[src/hdl/ctv_pkg.sv]
// ----------------------------------------------------------------------------
// ctv_pkg
// Shared types and constants of the coverage / class-definition table
// validator: parse phases, error codes, register indexes, queue entry.
// ----------------------------------------------------------------------------
package ctv_pkg;

   localparam int WORD_W = 16;
   localparam int CODE_W = 4;
   localparam int CSR_INDEX_W = 2;

   // Front-to-back queue
   localparam int QUEUE_DEPTH = 4;
   localparam int QUEUE_PTR_W = $clog2(QUEUE_DEPTH);
   localparam int QUEUE_CNT_W = $clog2(QUEUE_DEPTH + 1);

   // Configuration register indexes
   localparam logic [CSR_INDEX_W-1:0] CSR_GLYPH_TOTAL = 2'd0;
   localparam logic [CSR_INDEX_W-1:0] CSR_CLASS_TOTAL = 2'd1;
   localparam logic [CSR_INDEX_W-1:0] CSR_TABLE_KIND  = 2'd2;

   // Format word values
   localparam logic [WORD_W-1:0] FORMAT_ONE = 16'd1;
   localparam logic [WORD_W-1:0] FORMAT_TWO = 16'd2;

   // Verdict codes
   localparam logic [CODE_W-1:0] ERR_NONE        = 4'd0;
   localparam logic [CODE_W-1:0] ERR_TRUNCATED   = 4'd1;
   localparam logic [CODE_W-1:0] ERR_BAD_FORMAT  = 4'd2;
   localparam logic [CODE_W-1:0] ERR_COUNT_BIG   = 4'd3;
   localparam logic [CODE_W-1:0] ERR_BAD_START   = 4'd4;
   localparam logic [CODE_W-1:0] ERR_BAD_GLYPH   = 4'd5;
   localparam logic [CODE_W-1:0] ERR_RANGE_ORDER = 4'd6;
   localparam logic [CODE_W-1:0] ERR_BAD_CLASS   = 4'd7;
   localparam logic [CODE_W-1:0] ERR_BAD_INDEX   = 4'd8;

   typedef enum logic [2:0] {
      PH_FORMAT,
      PH_START,
      PH_COUNT,
      PH_RECORD,
      PH_DONE
   } phase_type;

   // One classified word, as handed from the front to the back
   typedef struct packed {
      logic [WORD_W-1:0] word;
      logic              last;
      logic              class_kind;   // 1: class-definition table
      logic              above_glyph;  // word > glyph_total
      logic              class_bad;    // word == 0 or word > class_total
      logic              fmt_one;
      logic              fmt_two;
   } entry_type;

endpackage

[src/hdl/coverage_classdef_table_validator.sv]
// ----------------------------------------------------------------------------
// coverage_classdef_table_validator
// Validates a font layout coverage or class-definition table streamed as
// 16-bit words and reports one verdict per table.
// ----------------------------------------------------------------------------
// Words are taken at one per cycle while the queue is not full. Each
// accepted word is classified against the configuration registers and placed
// in a four-entry queue; the checker behind the queue consumes one word per
// cycle, and a verdict is registered on rsp_ when the checker consumes the
// word that decides it, after any earlier words that wait ahead of it. A held
// verdict stalls only the checker; the queue keeps taking words until it
// fills. The table kind and bounds are read when a word is accepted, so
// write them between tables. No clearing pass follows reset.
// ----------------------------------------------------------------------------
module coverage_classdef_table_validator (
   input  logic                                clock,
   input  logic                                reset,
   input  logic                                req_valid,
   output logic                                req_stall,
   input  logic [ctv_pkg::WORD_W-1:0]          req_word,
   input  logic                                req_last,
   output logic                                rsp_valid,
   input  logic                                rsp_stall,
   output logic                                rsp_table_ok,
   output logic [ctv_pkg::CODE_W-1:0]          rsp_error_code,
   input  logic                                csr_valid,
   output logic                                csr_ready,
   input  logic [ctv_pkg::CSR_INDEX_W-1:0]     csr_index,
   input  logic [ctv_pkg::WORD_W-1:0]          csr_data
);

   logic [ctv_pkg::WORD_W-1:0] glyph_total_ff, glyph_total_in;
   logic [ctv_pkg::WORD_W-1:0] class_total_ff, class_total_in;
   logic                       table_kind_ff, table_kind_in;

   logic               queue_full;
   logic               push;
   ctv_pkg::entry_type push_entry;
   logic               pop;
   logic               head_valid;
   ctv_pkg::entry_type head_entry;

   assign csr_ready = 1'b1;

   always_comb begin
      glyph_total_in = glyph_total_ff;
      class_total_in = class_total_ff;
      table_kind_in  = table_kind_ff;
      if (csr_valid) begin
         case (csr_index)
            ctv_pkg::CSR_GLYPH_TOTAL: glyph_total_in = csr_data;
            ctv_pkg::CSR_CLASS_TOTAL: class_total_in = csr_data;
            ctv_pkg::CSR_TABLE_KIND:  table_kind_in  = csr_data[0];
            default: begin
               // Unmapped index: drop the write
            end
         endcase
      end
   end

   always_ff @(posedge clock) begin
      if (reset) begin
         glyph_total_ff <= '0;
         class_total_ff <= '0;
         table_kind_ff  <= 1'b0;
      end else begin
         glyph_total_ff <= glyph_total_in;
         class_total_ff <= class_total_in;
         table_kind_ff  <= table_kind_in;
      end
   end

   ctv_front u_front (
      .req_valid   (req_valid),
      .req_stall   (req_stall),
      .req_word    (req_word),
      .req_last    (req_last),
      .glyph_total (glyph_total_ff),
      .class_total (class_total_ff),
      .table_kind  (table_kind_ff),
      .queue_full  (queue_full),
      .push        (push),
      .push_entry  (push_entry)
   );

   ctv_queue u_queue (
      .clock      (clock),
      .reset      (reset),
      .push       (push),
      .push_entry (push_entry),
      .full       (queue_full),
      .pop        (pop),
      .head_valid (head_valid),
      .head_entry (head_entry)
   );

   ctv_back u_back (
      .clock          (clock),
      .reset          (reset),
      .head_valid     (head_valid),
      .head_entry     (head_entry),
      .pop            (pop),
      .rsp_valid      (rsp_valid),
      .rsp_stall      (rsp_stall),
      .rsp_table_ok   (rsp_table_ok),
      .rsp_error_code (rsp_error_code)
   );

   // A passing verdict carries no error code, a failing one always does
   assert property (@(posedge clock) disable iff (reset)
      rsp_valid |-> (rsp_table_ok == (rsp_error_code == ctv_pkg::ERR_NONE)))
      else $error("verdict flag and error code disagree");

   // The checker must not consume a word while its verdict is held
   assert property (@(posedge clock) disable iff (reset)
      (rsp_valid && rsp_stall) |-> !pop)
      else $error("word consumed while output is blocked");

   // Error codes stay within the defined set
   assert property (@(posedge clock) disable iff (reset)
      rsp_valid |-> (rsp_error_code <= ctv_pkg::ERR_BAD_INDEX))
      else $error("undefined error code");

   // Nothing is pushed into a full queue
   assert property (@(posedge clock) disable iff (reset)
      queue_full |-> !push)
      else $error("push into full queue");

endmodule

[src/hdl/ctv_front.sv]
// ----------------------------------------------------------------------------
// ctv_front
// Accepts table words and classifies each against the configuration
// registers before it enters the queue.
// ----------------------------------------------------------------------------
module ctv_front (
   input  logic                      req_valid,
   output logic                      req_stall,
   input  logic [ctv_pkg::WORD_W-1:0] req_word,
   input  logic                      req_last,
   input  logic [ctv_pkg::WORD_W-1:0] glyph_total,
   input  logic [ctv_pkg::WORD_W-1:0] class_total,
   input  logic                      table_kind,
   input  logic                      queue_full,
   output logic                      push,
   output ctv_pkg::entry_type        push_entry
);

   assign req_stall = queue_full;
   assign push      = req_valid & ~queue_full;

   always_comb begin
      push_entry             = '0;
      push_entry.word        = req_word;
      push_entry.last        = req_last;
      push_entry.class_kind  = table_kind;
      push_entry.above_glyph = req_word > glyph_total;
      push_entry.class_bad   = (req_word == '0) || (req_word > class_total);
      push_entry.fmt_one     = req_word == ctv_pkg::FORMAT_ONE;
      push_entry.fmt_two     = req_word == ctv_pkg::FORMAT_TWO;
   end

endmodule

[src/hdl/ctv_queue.sv]
// ----------------------------------------------------------------------------
// ctv_queue
// Short first-in first-out queue of classified words between the front and
// the back.
// ----------------------------------------------------------------------------
module ctv_queue (
   input  logic               clock,
   input  logic               reset,
   input  logic               push,
   input  ctv_pkg::entry_type push_entry,
   output logic               full,
   input  logic               pop,
   output logic               head_valid,
   output ctv_pkg::entry_type head_entry
);

   ctv_pkg::entry_type                 slot_ff [ctv_pkg::QUEUE_DEPTH];
   logic [ctv_pkg::QUEUE_PTR_W-1:0]    wr_ptr_ff, wr_ptr_in;
   logic [ctv_pkg::QUEUE_PTR_W-1:0]    rd_ptr_ff, rd_ptr_in;
   logic [ctv_pkg::QUEUE_CNT_W-1:0]    count_ff, count_in;

   localparam logic [ctv_pkg::QUEUE_PTR_W-1:0] LAST_PTR =
      ctv_pkg::QUEUE_PTR_W'(ctv_pkg::QUEUE_DEPTH - 1);
   localparam logic [ctv_pkg::QUEUE_CNT_W-1:0] FULL_COUNT =
      ctv_pkg::QUEUE_CNT_W'(ctv_pkg::QUEUE_DEPTH);

   assign full       = count_ff == FULL_COUNT;
   assign head_valid = count_ff != '0;
   assign head_entry = slot_ff[rd_ptr_ff];

   always_comb begin
      wr_ptr_in = wr_ptr_ff;
      rd_ptr_in = rd_ptr_ff;
      count_in  = count_ff;
      if (push) begin
         wr_ptr_in = (wr_ptr_ff == LAST_PTR) ? '0 : wr_ptr_ff + 1'b1;
      end
      if (pop) begin
         rd_ptr_in = (rd_ptr_ff == LAST_PTR) ? '0 : rd_ptr_ff + 1'b1;
      end
      if (push && !pop) begin
         count_in = count_ff + 1'b1;
      end else if (pop && !push) begin
         count_in = count_ff - 1'b1;
      end
   end

   always_ff @(posedge clock) begin
      if (reset) begin
         wr_ptr_ff <= '0;
         rd_ptr_ff <= '0;
         count_ff  <= '0;
      end else begin
         wr_ptr_ff <= wr_ptr_in;
         rd_ptr_ff <= rd_ptr_in;
         count_ff  <= count_in;
      end
   end

   always_ff @(posedge clock) begin
      if (push) begin
         slot_ff[wr_ptr_ff] <= push_entry;
      end
   end

endmodule

[src/hdl/ctv_back.sv]
// ----------------------------------------------------------------------------
// ctv_back
// Walks the table structure one classified word per cycle while the output
// register is free, checks records and ranges, and holds the verdict there.
// ----------------------------------------------------------------------------
module ctv_back (
   input  logic                        clock,
   input  logic                        reset,
   input  logic                        head_valid,
   input  ctv_pkg::entry_type          head_entry,
   output logic                        pop,
   output logic                        rsp_valid,
   input  logic                        rsp_stall,
   output logic                        rsp_table_ok,
   output logic [ctv_pkg::CODE_W-1:0]  rsp_error_code
);

   ctv_pkg::phase_type                phase_ff, phase_in;
   logic                              format_two_ff, format_two_in;
   logic [ctv_pkg::WORD_W-1:0]        records_left_ff, records_left_in;
   logic [1:0]                        record_slot_ff, record_slot_in;
   logic [ctv_pkg::WORD_W-1:0]        range_first_ff, range_first_in;
   logic [ctv_pkg::WORD_W-1:0]        range_final_ff, range_final_in;
   logic [ctv_pkg::WORD_W-1:0]        previous_end_ff, previous_end_in;
   logic [ctv_pkg::WORD_W-1:0]        expected_ff, expected_in;

   logic                              out_valid_ff, out_valid_in;
   logic                              out_ok_ff, out_ok_in;
   logic [ctv_pkg::CODE_W-1:0]        out_code_ff, out_code_in;

   logic                              out_free;
   logic                              decided;
   logic [ctv_pkg::CODE_W-1:0]        code;
   logic                              record_done;
   logic [ctv_pkg::WORD_W-1:0]        records_dec;
   logic [ctv_pkg::WORD_W-1:0]        span;
   logic                              order_bad;

   // The output register takes a new verdict once the old one leaves
   assign out_free = ~out_valid_ff | ~rsp_stall;
   assign pop      = head_valid & out_free;

   assign rsp_valid      = out_valid_ff;
   assign rsp_table_ok   = out_ok_ff;
   assign rsp_error_code = out_code_ff;

   assign records_dec = records_left_ff - 16'd1;
   assign span        = range_final_ff - range_first_ff;
   assign order_bad   = (range_first_ff > range_final_ff) ||
                        ((previous_end_ff != '0) && (range_first_ff <= previous_end_ff));

   always_comb begin
      phase_in        = phase_ff;
      format_two_in   = format_two_ff;
      records_left_in = records_left_ff;
      record_slot_in  = record_slot_ff;
      range_first_in  = range_first_ff;
      range_final_in  = range_final_ff;
      previous_end_in = previous_end_ff;
      expected_in     = expected_ff;
      decided         = 1'b0;
      code            = ctv_pkg::ERR_NONE;
      record_done     = 1'b0;

      out_valid_in = out_valid_ff & rsp_stall;
      out_ok_in    = out_ok_ff;
      out_code_in  = out_code_ff;

      if (pop) begin
         case (phase_ff)
            ctv_pkg::PH_FORMAT: begin
               if (!head_entry.fmt_one && !head_entry.fmt_two) begin
                  decided = 1'b1;
                  code    = ctv_pkg::ERR_BAD_FORMAT;
               end else begin
                  format_two_in = head_entry.fmt_two;
                  phase_in = (head_entry.class_kind && !head_entry.fmt_two) ?
                             ctv_pkg::PH_START : ctv_pkg::PH_COUNT;
               end
            end
            ctv_pkg::PH_START: begin
               if (head_entry.above_glyph) begin
                  decided = 1'b1;
                  code    = ctv_pkg::ERR_BAD_START;
               end else begin
                  phase_in = ctv_pkg::PH_COUNT;
               end
            end
            ctv_pkg::PH_COUNT: begin
               if (head_entry.above_glyph) begin
                  decided = 1'b1;
                  code    = ctv_pkg::ERR_COUNT_BIG;
               end else begin
                  records_left_in = head_entry.word;
                  record_slot_in  = 2'd0;
                  if (head_entry.word == '0) begin
                     decided = 1'b1;
                  end else begin
                     phase_in = ctv_pkg::PH_RECORD;
                  end
               end
            end
            ctv_pkg::PH_RECORD: begin
               if (!format_two_ff) begin
                  if (!head_entry.class_kind && head_entry.above_glyph) begin
                     decided = 1'b1;
                     code    = ctv_pkg::ERR_BAD_GLYPH;
                  end else if (head_entry.class_kind && head_entry.class_bad) begin
                     decided = 1'b1;
                     code    = ctv_pkg::ERR_BAD_CLASS;
                  end else begin
                     record_done = 1'b1;
                  end
               end else if (record_slot_ff == 2'd0) begin
                  range_first_in = head_entry.word;
                  record_slot_in = 2'd1;
               end else if (record_slot_ff == 2'd1) begin
                  range_final_in = head_entry.word;
                  record_slot_in = 2'd2;
               end else begin
                  record_slot_in = 2'd0;
                  if (order_bad) begin
                     decided = 1'b1;
                     code    = ctv_pkg::ERR_RANGE_ORDER;
                  end else if (head_entry.class_kind && head_entry.class_bad) begin
                     decided = 1'b1;
                     code    = ctv_pkg::ERR_BAD_CLASS;
                  end else if (!head_entry.class_kind && (head_entry.word != expected_ff)) begin
                     decided = 1'b1;
                     code    = ctv_pkg::ERR_BAD_INDEX;
                  end else begin
                     if (!head_entry.class_kind) begin
                        expected_in = expected_ff + span + 16'd1;
                     end
                     previous_end_in = range_final_ff;
                     record_done     = 1'b1;
                  end
               end
               if (record_done) begin
                  records_left_in = records_dec;
                  if (records_dec == '0) begin
                     decided = 1'b1;
                  end
               end
            end
            default: begin
               // Verdict already out: drop words up to the marked last one
            end
         endcase

         if (phase_ff != ctv_pkg::PH_DONE) begin
            if (!decided && head_entry.last) begin
               decided = 1'b1;
               code    = ctv_pkg::ERR_TRUNCATED;
            end
            if (decided) begin
               out_valid_in = 1'b1;
               out_ok_in    = code == ctv_pkg::ERR_NONE;
               out_code_in  = code;
               phase_in     = ctv_pkg::PH_DONE;
            end
         end

         // End of table data: clear for the next table
         if (head_entry.last) begin
            phase_in        = ctv_pkg::PH_FORMAT;
            format_two_in   = 1'b0;
            records_left_in = '0;
            record_slot_in  = 2'd0;
            range_first_in  = '0;
            range_final_in  = '0;
            previous_end_in = '0;
            expected_in     = '0;
         end
      end
   end

   always_ff @(posedge clock) begin
      if (reset) begin
         phase_ff        <= ctv_pkg::PH_FORMAT;
         format_two_ff   <= 1'b0;
         records_left_ff <= '0;
         record_slot_ff  <= 2'd0;
         range_first_ff  <= '0;
         range_final_ff  <= '0;
         previous_end_ff <= '0;
         expected_ff     <= '0;
         out_valid_ff    <= 1'b0;
      end else begin
         phase_ff        <= phase_in;
         format_two_ff   <= format_two_in;
         records_left_ff <= records_left_in;
         record_slot_ff  <= record_slot_in;
         range_first_ff  <= range_first_in;
         range_final_ff  <= range_final_in;
         previous_end_ff <= previous_end_in;
         expected_ff     <= expected_in;
         out_valid_ff    <= out_valid_in;
      end
   end

   always_ff @(posedge clock) begin
      out_ok_ff   <= out_ok_in;
      out_code_ff <= out_code_in;
   end

endmodule
[config.mk]
export PLATFORM = sky130hd
export DESIGN_NAME = coverage_classdef_table_validator
export DESIGN_NICKNAME = d
export VERILOG_FILES = /design/src/hdl/ctv_pkg.sv /design/src/hdl/coverage_classdef_table_validator.sv /design/src/hdl/ctv_front.sv /design/src/hdl/ctv_queue.sv /design/src/hdl/ctv_back.sv
export SDC_FILE = /design/constraint.sdc
export NUM_CORES = 1
export LEC_CHECK = 0
export ABC_AREA = 1
export BUFFER_PORTS_ARGS = -buffer_cell sky130_fd_sc_hd__buf_2
export CORE_ASPECT_RATIO = 0.6
export CORE_MARGIN = 2
export CORE_UTILIZATION = 44
export DETAILED_ROUTE_END_ITERATION = 7
export PLACE_DENSITY = 0.57
export SLEW_MARGIN = 40
export SYNTH_ARGS = -nofsm -noshare
export SYNTH_HDL_FRONTEND = slang
export SYNTH_SLANG_ARGS = --single-unit
[constraint.sdc]
create_clock -name clock -period 6.3 [get_ports clock]
set_input_delay 0.315 -clock clock [delete_from_list [all_inputs] [get_ports clock]]
set_output_delay 0.315 -clock clock [all_outputs]
set_load 0.01 [all_outputs]
==> results of run 1 <==
[critical path, delay by kind of cell, from the launching register on]
family / cells / cell delay [ns]
AO/OA/AOI/OAI: 2 / 0.72
buffers and inverters: 4 / 1.48
flip-flops: 1 / 0.31
AND/OR/NAND/NOR: 4 / 1.24
[synthesized netlist by cell type, types with 8 or more instances]
master / count / area, sq um
a21oi_1: 164 / 820.8
buf_2: 10 / 50.05
buf_4: 8 / 60.06
clkbuf_1: 31 / 116.4
dfxtp_1: 129 / 2582
edfxtp_1: 93 / 2793
fa_1: 16 / 320.3
ha_1: 89 / 1114
inv_1: 199 / 747.0
nand2_1: 273 / 1025
nand3_1: 114 / 570.6
nand4_1: 21 / 131.4
nor2_1: 110 / 412.9
nor3_1: 12 / 60.06
nor4_1: 11 / 68.82
o21ai_0: 104 / 520.5
o22ai_1: 16 / 100.1
xnor2_1: 12 / 105.1
xor2_1: 19 / 166.4
[through the flow]
stage	worst slack, ns	utilization	power, uW
finish	2.440	0.4959	7759
global route	2.217	0.4957	8425
CTS	2.500	0.4957	7730
detailed placement	2.557	0.4642	6118
global placement	2.517	0.4640	6118
floorplan	3.578	-	5079
[power by group]
part	switching [uW]	leakage [uW]	internal [uW]
clock	620	0.000421	960
sequential	203	0.00191	1790
combinational	2790	0.00328	1400
[flip-flops by register name, indices dropped and copies added (netlist names), named ones only]
signal	count
class_total_ff	16
glyph_total_ff	16
table_kind_ff	1
u_back.expected_ff	16
u_back.format_two_ff	1
u_back.phase_ff	3
u_back.previous_end_ff	16
u_back.range_final_ff	16
u_back.range_first_ff	16
u_back.record_slot_ff	2
u_back.records_left_ff	16
u_back.rsp_error_code	4
u_back.rsp_table_ok	1
u_back.rsp_valid	1
u_queue.count_ff	3
u_queue.rd_ptr_ff	2
u_queue.slot_ff	88
u_queue.wr_ptr_ff	2
[area by class of cell]
type	count	area share
multi-input combinational	1010	0.4295
sequential	222	0.3939
inverter	204	0.05629
clock buffer	27	0.04557
tap	367	0.03365
timing repair buffer	57	0.02292
clock inverter	15	0.01788
antenna	2	0.0003667
[how the worst min path moves through the flow]
stage	startpoint	to	depth (start not counted)
CTS	req_last	u_queue.slot_ff[0][5]$_DFFE_PP_	1
floorplan	req_word[4]	u_queue.slot_ff[0][10]$_DFFE_PP_	0
global placement	class_total_ff[9]$_SDFFE_PP0P_	class_total_ff[9]$_SDFFE_PP0P_	2
global route	req_last	u_queue.slot_ff[0][5]$_DFFE_PP_	1
detailed placement	class_total_ff[10]$_SDFFE_PP0P_	class_total_ff[10]$_SDFFE_PP0P_	2
finish	req_last	u_queue.slot_ff[0][5]$_DFFE_PP_	1
[kinds of logic (layout without fill, tap and decap cells)]
kind of cell,Yosys count,after routing
AO/OA/AOI/OAI,316,316
XOR/XNOR,31,31
adder cells (fa/ha/maj),105,105
buffers and inverters,260,303
flip-flops,222,222
other,1,3
AND/OR/NAND/NOR,557,557
[layer usage]
metal  vias to the layer above  track usage
met2                       297       0.2928
met4                         0      0.03430
met3                        35      0.05137
met1                      4643       0.3689
met5                         -            0
li1                       5058            -
==> metrics, run 1 <==
wire length on met2=11.94 mm; reg-to-reg endpoint=u_back.records_left_ff[11]$_SDFFE_PP0P_; Cells after Synth=approximately 1500; max-slew violations=0; setup TNS=0 ns; Critical Path Sink=u_back.records_left_ff[11]$_SDFFE_PP0P_; Die ar.=slightly below 30000 sq um; Met3 Wirelength=around 3 mm; fin crit share=0.6127; share of layout cells above drive strength 1=0.08013; Seq/Total Area, Yosys=0.4379; commonest non-fill, non-tap cells in the layout=273 x nand2_1, 197 x inv_1, 164 x a21oi_1, 129 x dfxtp_1, 113 x nand3_1; yosys warns=0; R2R Setup Slk=~2.4 ns; Setup crit start kind=register; Routability Congestion=roughly 0.88; final hold vios=0; Area growth, synth to finish=11.17%; total wire length=31.98 mm; hold_buf cts=0; vias in the first global route=~9000; Crit Path Max Fanout=36; number of CTS-inserted buffers=23; slew margin rel.=0.4657; Netlist cell types=50; Port Buffers=46; Antenna Violating Nets Remaining=0; H-tree levels=1; CP max-delay cell=o22ai_1; via count=approximately 10000; Rows=47; Synth Area in XOR/XNOR=0.02212; CP cell instances=buf_4 -> inv_2 -> nand3_1 -> nand2_2 -> inv_2 -> nor2_2 -> inv_1 -> o22ai_1 -> nand3_1 -> a21oi_1; RSZ-0062 raised after global routing=false; core area=27520 sq um; Tightest Pin Transition=0.7966 ns; P_leak=between 0.005 and 0.006 uW; Vias/cell=5.269; main combinational cell family by area after synthesis=simple AND/OR/NAND/NOR gates; Total Routing Usage GR=0.2235; syn avg cell area=8.228 sq um; path depth of the worst reg2reg path=10; Top-Level Pins=48; PostCTS Resize Cnt=0; Worst-path clk slew=around 0.070 ns; worst min path class=in2reg; adder-cell share of the synthesized area=0.1168; final setup fails=0; register bit total from synthesis=between 200 and 250; commonest non-fill, non-tap cell in the layout=nand2_1; f_max=259.1 MHz; WHS=approximately 0.020 ns; fin nets=~1700; Initial Util=0.4460; multiplexer area fraction after synthesis=0; # fillers=between 2000 and 3000; initial antenna violation count=2; EDFF count, synth=just over 90; Setup Buffers After CTS=0; Crit path arrival time=4.31 ns; final std cells w/o fill=1904; post-DP HPWL=23.63 mm; Synth Area in Simple Gates=0.1954; clock network latency to the later pin of the worst-skew pair=0.54 ns; ys flop type=dfxtp_1; Placed Area=about 13000 sq um; worst vdd ir=0.5497 mV; root buf cell=clkbuf_16; CP endpoint kind=register; area of the multi-input gates=roughly 5900 sq um; CTS tree=yes; Compound-Gate Fraction of Synth Area=0.1413; FFs w/ async S/R, synth=0; Pre-Repair DR Iteration Count=5; fin crit period=between 3 and 4 ns; Setup Skew=~0.016 ns; critical path class=reg2reg; global route overflow=0; Seq. cell area=about 5400 sq um; status=finished clean; WL/cell=about 17 microns; clock buffer depth=3; Die X=219.6 microns; power density cells=568.5 nW/um^2; drt initial violations=roughly 830; # placed instances=1860; Worst path max stage delay=0.54 ns; Die Y=~130 microns; Top Metal Used=met4; largest net degree at the start of global routing=76; Met1 Wirelength=16.69 mm; drc violations=0; Max Cap Viol=0; final instance area=13650 sq um; first-pass GRT wire length=50.92 mm; Critical Path RT=approximately 6.8 ns; Synthesized Nets=around 1600; clk sinks=approximately 220; Synth Cell Area=approximately 12000 sq um
No activity file was read; power rests on OpenSTA's default activity.
==> run 2, diff against run 1 <==
==> constraint.sdc (replaced) <==
create_clock -name clock -period 3.6 [get_ports clock]
set_input_delay 0.18 -clock clock [delete_from_list [all_inputs] [get_ports clock]]
set_output_delay 0.18 -clock clock [all_outputs]
set_load 0.01 [all_outputs]
==> metrics, run 2 (synthesis gave the netlist of run 1 again) <==
Max Cap Viol=0 (unchanged); P_leak=0.005774 uW (was 0.005616 uW); setup TNS=0 ns (unchanged); status=finished clean (unchanged); Placed Area=12880 sq um (was 12780 sq um); final instance area=13990 sq um (was 13650 sq um); max-slew violations=0 (unchanged); CTS tree=yes (unchanged); Crit Path Max Fanout=4 (was 36); Vias/cell=5.222 (was 5.269); global route overflow=0 (unchanged); slew margin rel.=0.4723 (was 0.4657); CP cell instances=inv_1 -> fa_1 -> inv_1 -> ha_1 -> nand2_1 -> o21ai_0 -> nand2_1 -> nand2_1 -> a21oi_1 -> o21ai_0 -> nand3_1 -> nand3_1 -> nand2_1 -> nor2_1 -> nand3_1 -> a21oi_1 (was buf_4 -> inv_2 -> nand3_1 -> nand2_2 -> inv_2 -> nor2_2 -> inv_1 -> o22ai_1 -> nand3_1 -> a21oi_1); Worst path max stage delay=0.53 ns (was 0.54 ns); vias in the first global route=9306 (was 9006); fin crit share=0.9016 (was 0.6127); Port Buffers=46 (unchanged); fin crit period=3.246 ns (was 3.860 ns); CP endpoint kind=register (unchanged); Pre-Repair DR Iteration Count=5 (unchanged); Die X=219.6 microns (unchanged); Routability Congestion=0.8579 (was 0.8848); initial antenna violation count=0 (was 2); final setup fails=0 (unchanged); via count=10162 (was 10033); commonest non-fill, non-tap cell in the layout=nand2_1 (unchanged); WL/cell=16.34 microns (was 16.80 microns); Die Y=133.4 microns (unchanged); worst min path class=in2reg (unchanged); H-tree levels=1 (unchanged); RSZ-0062 raised after global routing=false (unchanged); post-DP HPWL=22.73 mm (was 23.63 mm); max FFs per register=88 (unchanged); final hold vios=0 (unchanged); Area growth, synth to finish=14.00% (was 11.17%); drc violations=0 (unchanged); R2R Setup Slk=0.35 ns (was 2.44 ns); Die ar.=29290 sq um (unchanged); largest net degree at the start of global routing=51 (was 76); Rows=47 (unchanged); total wire length=31.80 mm (was 31.98 mm); Most flops, register=u_queue.slot_ff (unchanged); worst vdd ir=0.7375 mV (was 0.5497 mV); power density cells=948.9 nW/um^2 (was 568.5 nW/um^2); Placement Setup Slack=0.4247 ns (was 2.557 ns); number of CTS-inserted buffers=22 (was 23); Top-Level Pins=48 (unchanged); Tightest Pin Transition=0.7868 ns (was 0.7966 ns); core area=27520 sq um (unchanged); Initial Util=0.4460 (unchanged); Setup crit start kind=register (unchanged); share of layout cells above drive strength 1=0.08486 (was 0.08013); critical path class=reg2reg (unchanged); Setup Skew=0.01444 ns (was 0.01621 ns); fin util=0.5085 (was 0.4959); Total Routing Usage GR=0.2220 (was 0.2235); CP max-delay cell=fa_1 (was o22ai_1); Worst-path clk slew=0.08 ns (was 0.07 ns); number of diodes=0 (was 2); fin nets=1708 (was 1663); first-pass GRT wire length=51.31 mm (was 50.92 mm); clock buffer depth=3 (unchanged); Critical Path RT=4.05 ns (was 6.75 ns); CP dominant cell by count=nand2_1; clock network latency to the later pin of the worst-skew pair=0.53 ns (was 0.54 ns); drt initial violations=778 (was 826); Crit path arrival time=3.70 ns (was 4.31 ns); clk sinks=222 (unchanged); commonest non-fill, non-tap cells in the layout=273 x nand2_1, 197 x inv_1, 164 x a21oi_1, 129 x dfxtp_1, 113 x nand3_1 (unchanged); f_max=308.1 MHz (was 259.1 MHz); root buf cell=clkbuf_16 (unchanged); Antenna Violating Nets Remaining=0 (unchanged); Worst Slack Setup Final=0.3544 ns (was 2.440 ns)
## run 2: cell types whose count changed in the layout (fill, tap and decap cells not counted), moves of 2 or more
cell / before / now
diode_2: 2 / 0
dlygate4sd3_1: 0 / 33
buf_4: 11 / 22
clkinv_1: 1 / 3
bufinv_16: 6 / 3
clkbuf_1: 2 / 0
## run 2: report_power, final
part	switching, uW	internal [uW]	leakage [uW]
clock	1050	1430	0.000372
combinational	4760	2580	0.00349
sequential	337	3130	0.00191
## run 2: through the flow
stage | power [uW] | hold WS, ns | std cells
5_1_grt | 14540 | 0.04745 | 1946
3_3_place_gp | 10620 | 0.4184 | 1872
3_5_place_dp | 10680 | 0.4198 | 1872
4_1_cts | 13220 | 0.001176 | 1945
6_report | 13280 | 0.02521 | 1946
2_1_floorplan | 8889 | 0.2789 | 1492
## run 2: critical path: cells and delay by family (launching register included)
family / cells / cell delay [ns]
AND/OR/NAND/NOR: 8 / 0.80
AO/OA/AOI/OAI: 4 / 1.06
buffers and inverters: 2 / 0.12
adder cells (fa/ha/maj): 2 / 0.86
flip-flops: 1 / 0.35
## run 2: final cells by class
cell class	instances	area (sq um)
fillers	2653	13530
multi-input cells	1010	5866
flip-flops and latches	222	5375
inverters	204	768.2
repair buffers	103	760.7
clock buffers	25	603.1
well taps	367	459.2
clock inverters	15	162.7
## run 2: final timing paths
check | startpoint | endpoint | depth (start not counted)
setup / recovery | u_back.expected_ff[2]$_SDFFE_PP0P_ | u_back.expected_ff[13]$_SDFFE_PP0P_ | 16
hold / removal | csr_data[0] | glyph_total_ff[0]$_SDFFE_PP0P_ | 3
setup reg to reg | u_back.expected_ff[2]$_SDFFE_PP0P_ | u_back.expected_ff[13]$_SDFFE_PP0P_ | 16
hold reg to reg | glyph_total_ff[0]$_SDFFE_PP0P_ | glyph_total_ff[0]$_SDFFE_PP0P_ | 2
## run 2: metal layers
| metal | track usage | vias up | routed length, microns |
|---|---|---|---|
| met2 | 0.3093 | 274 | 12290 |
| met3 | 0.04703 | 34 | 2267 |
| met5 | 0 | - | 0 |
| met4 | 0.03244 | 0 | 415 |
| li1 | - | 5156 | - |
| met1 | 0.3543 | 4698 | 16830 |
## run 2: timing repair
action / 4_1_cts / 5_1_grt
hold endpoints to repair: 99 / 0
gates resized for setup: 0 / 0
buffers inserted: 0 / 0
hold buffers: 33 / 0
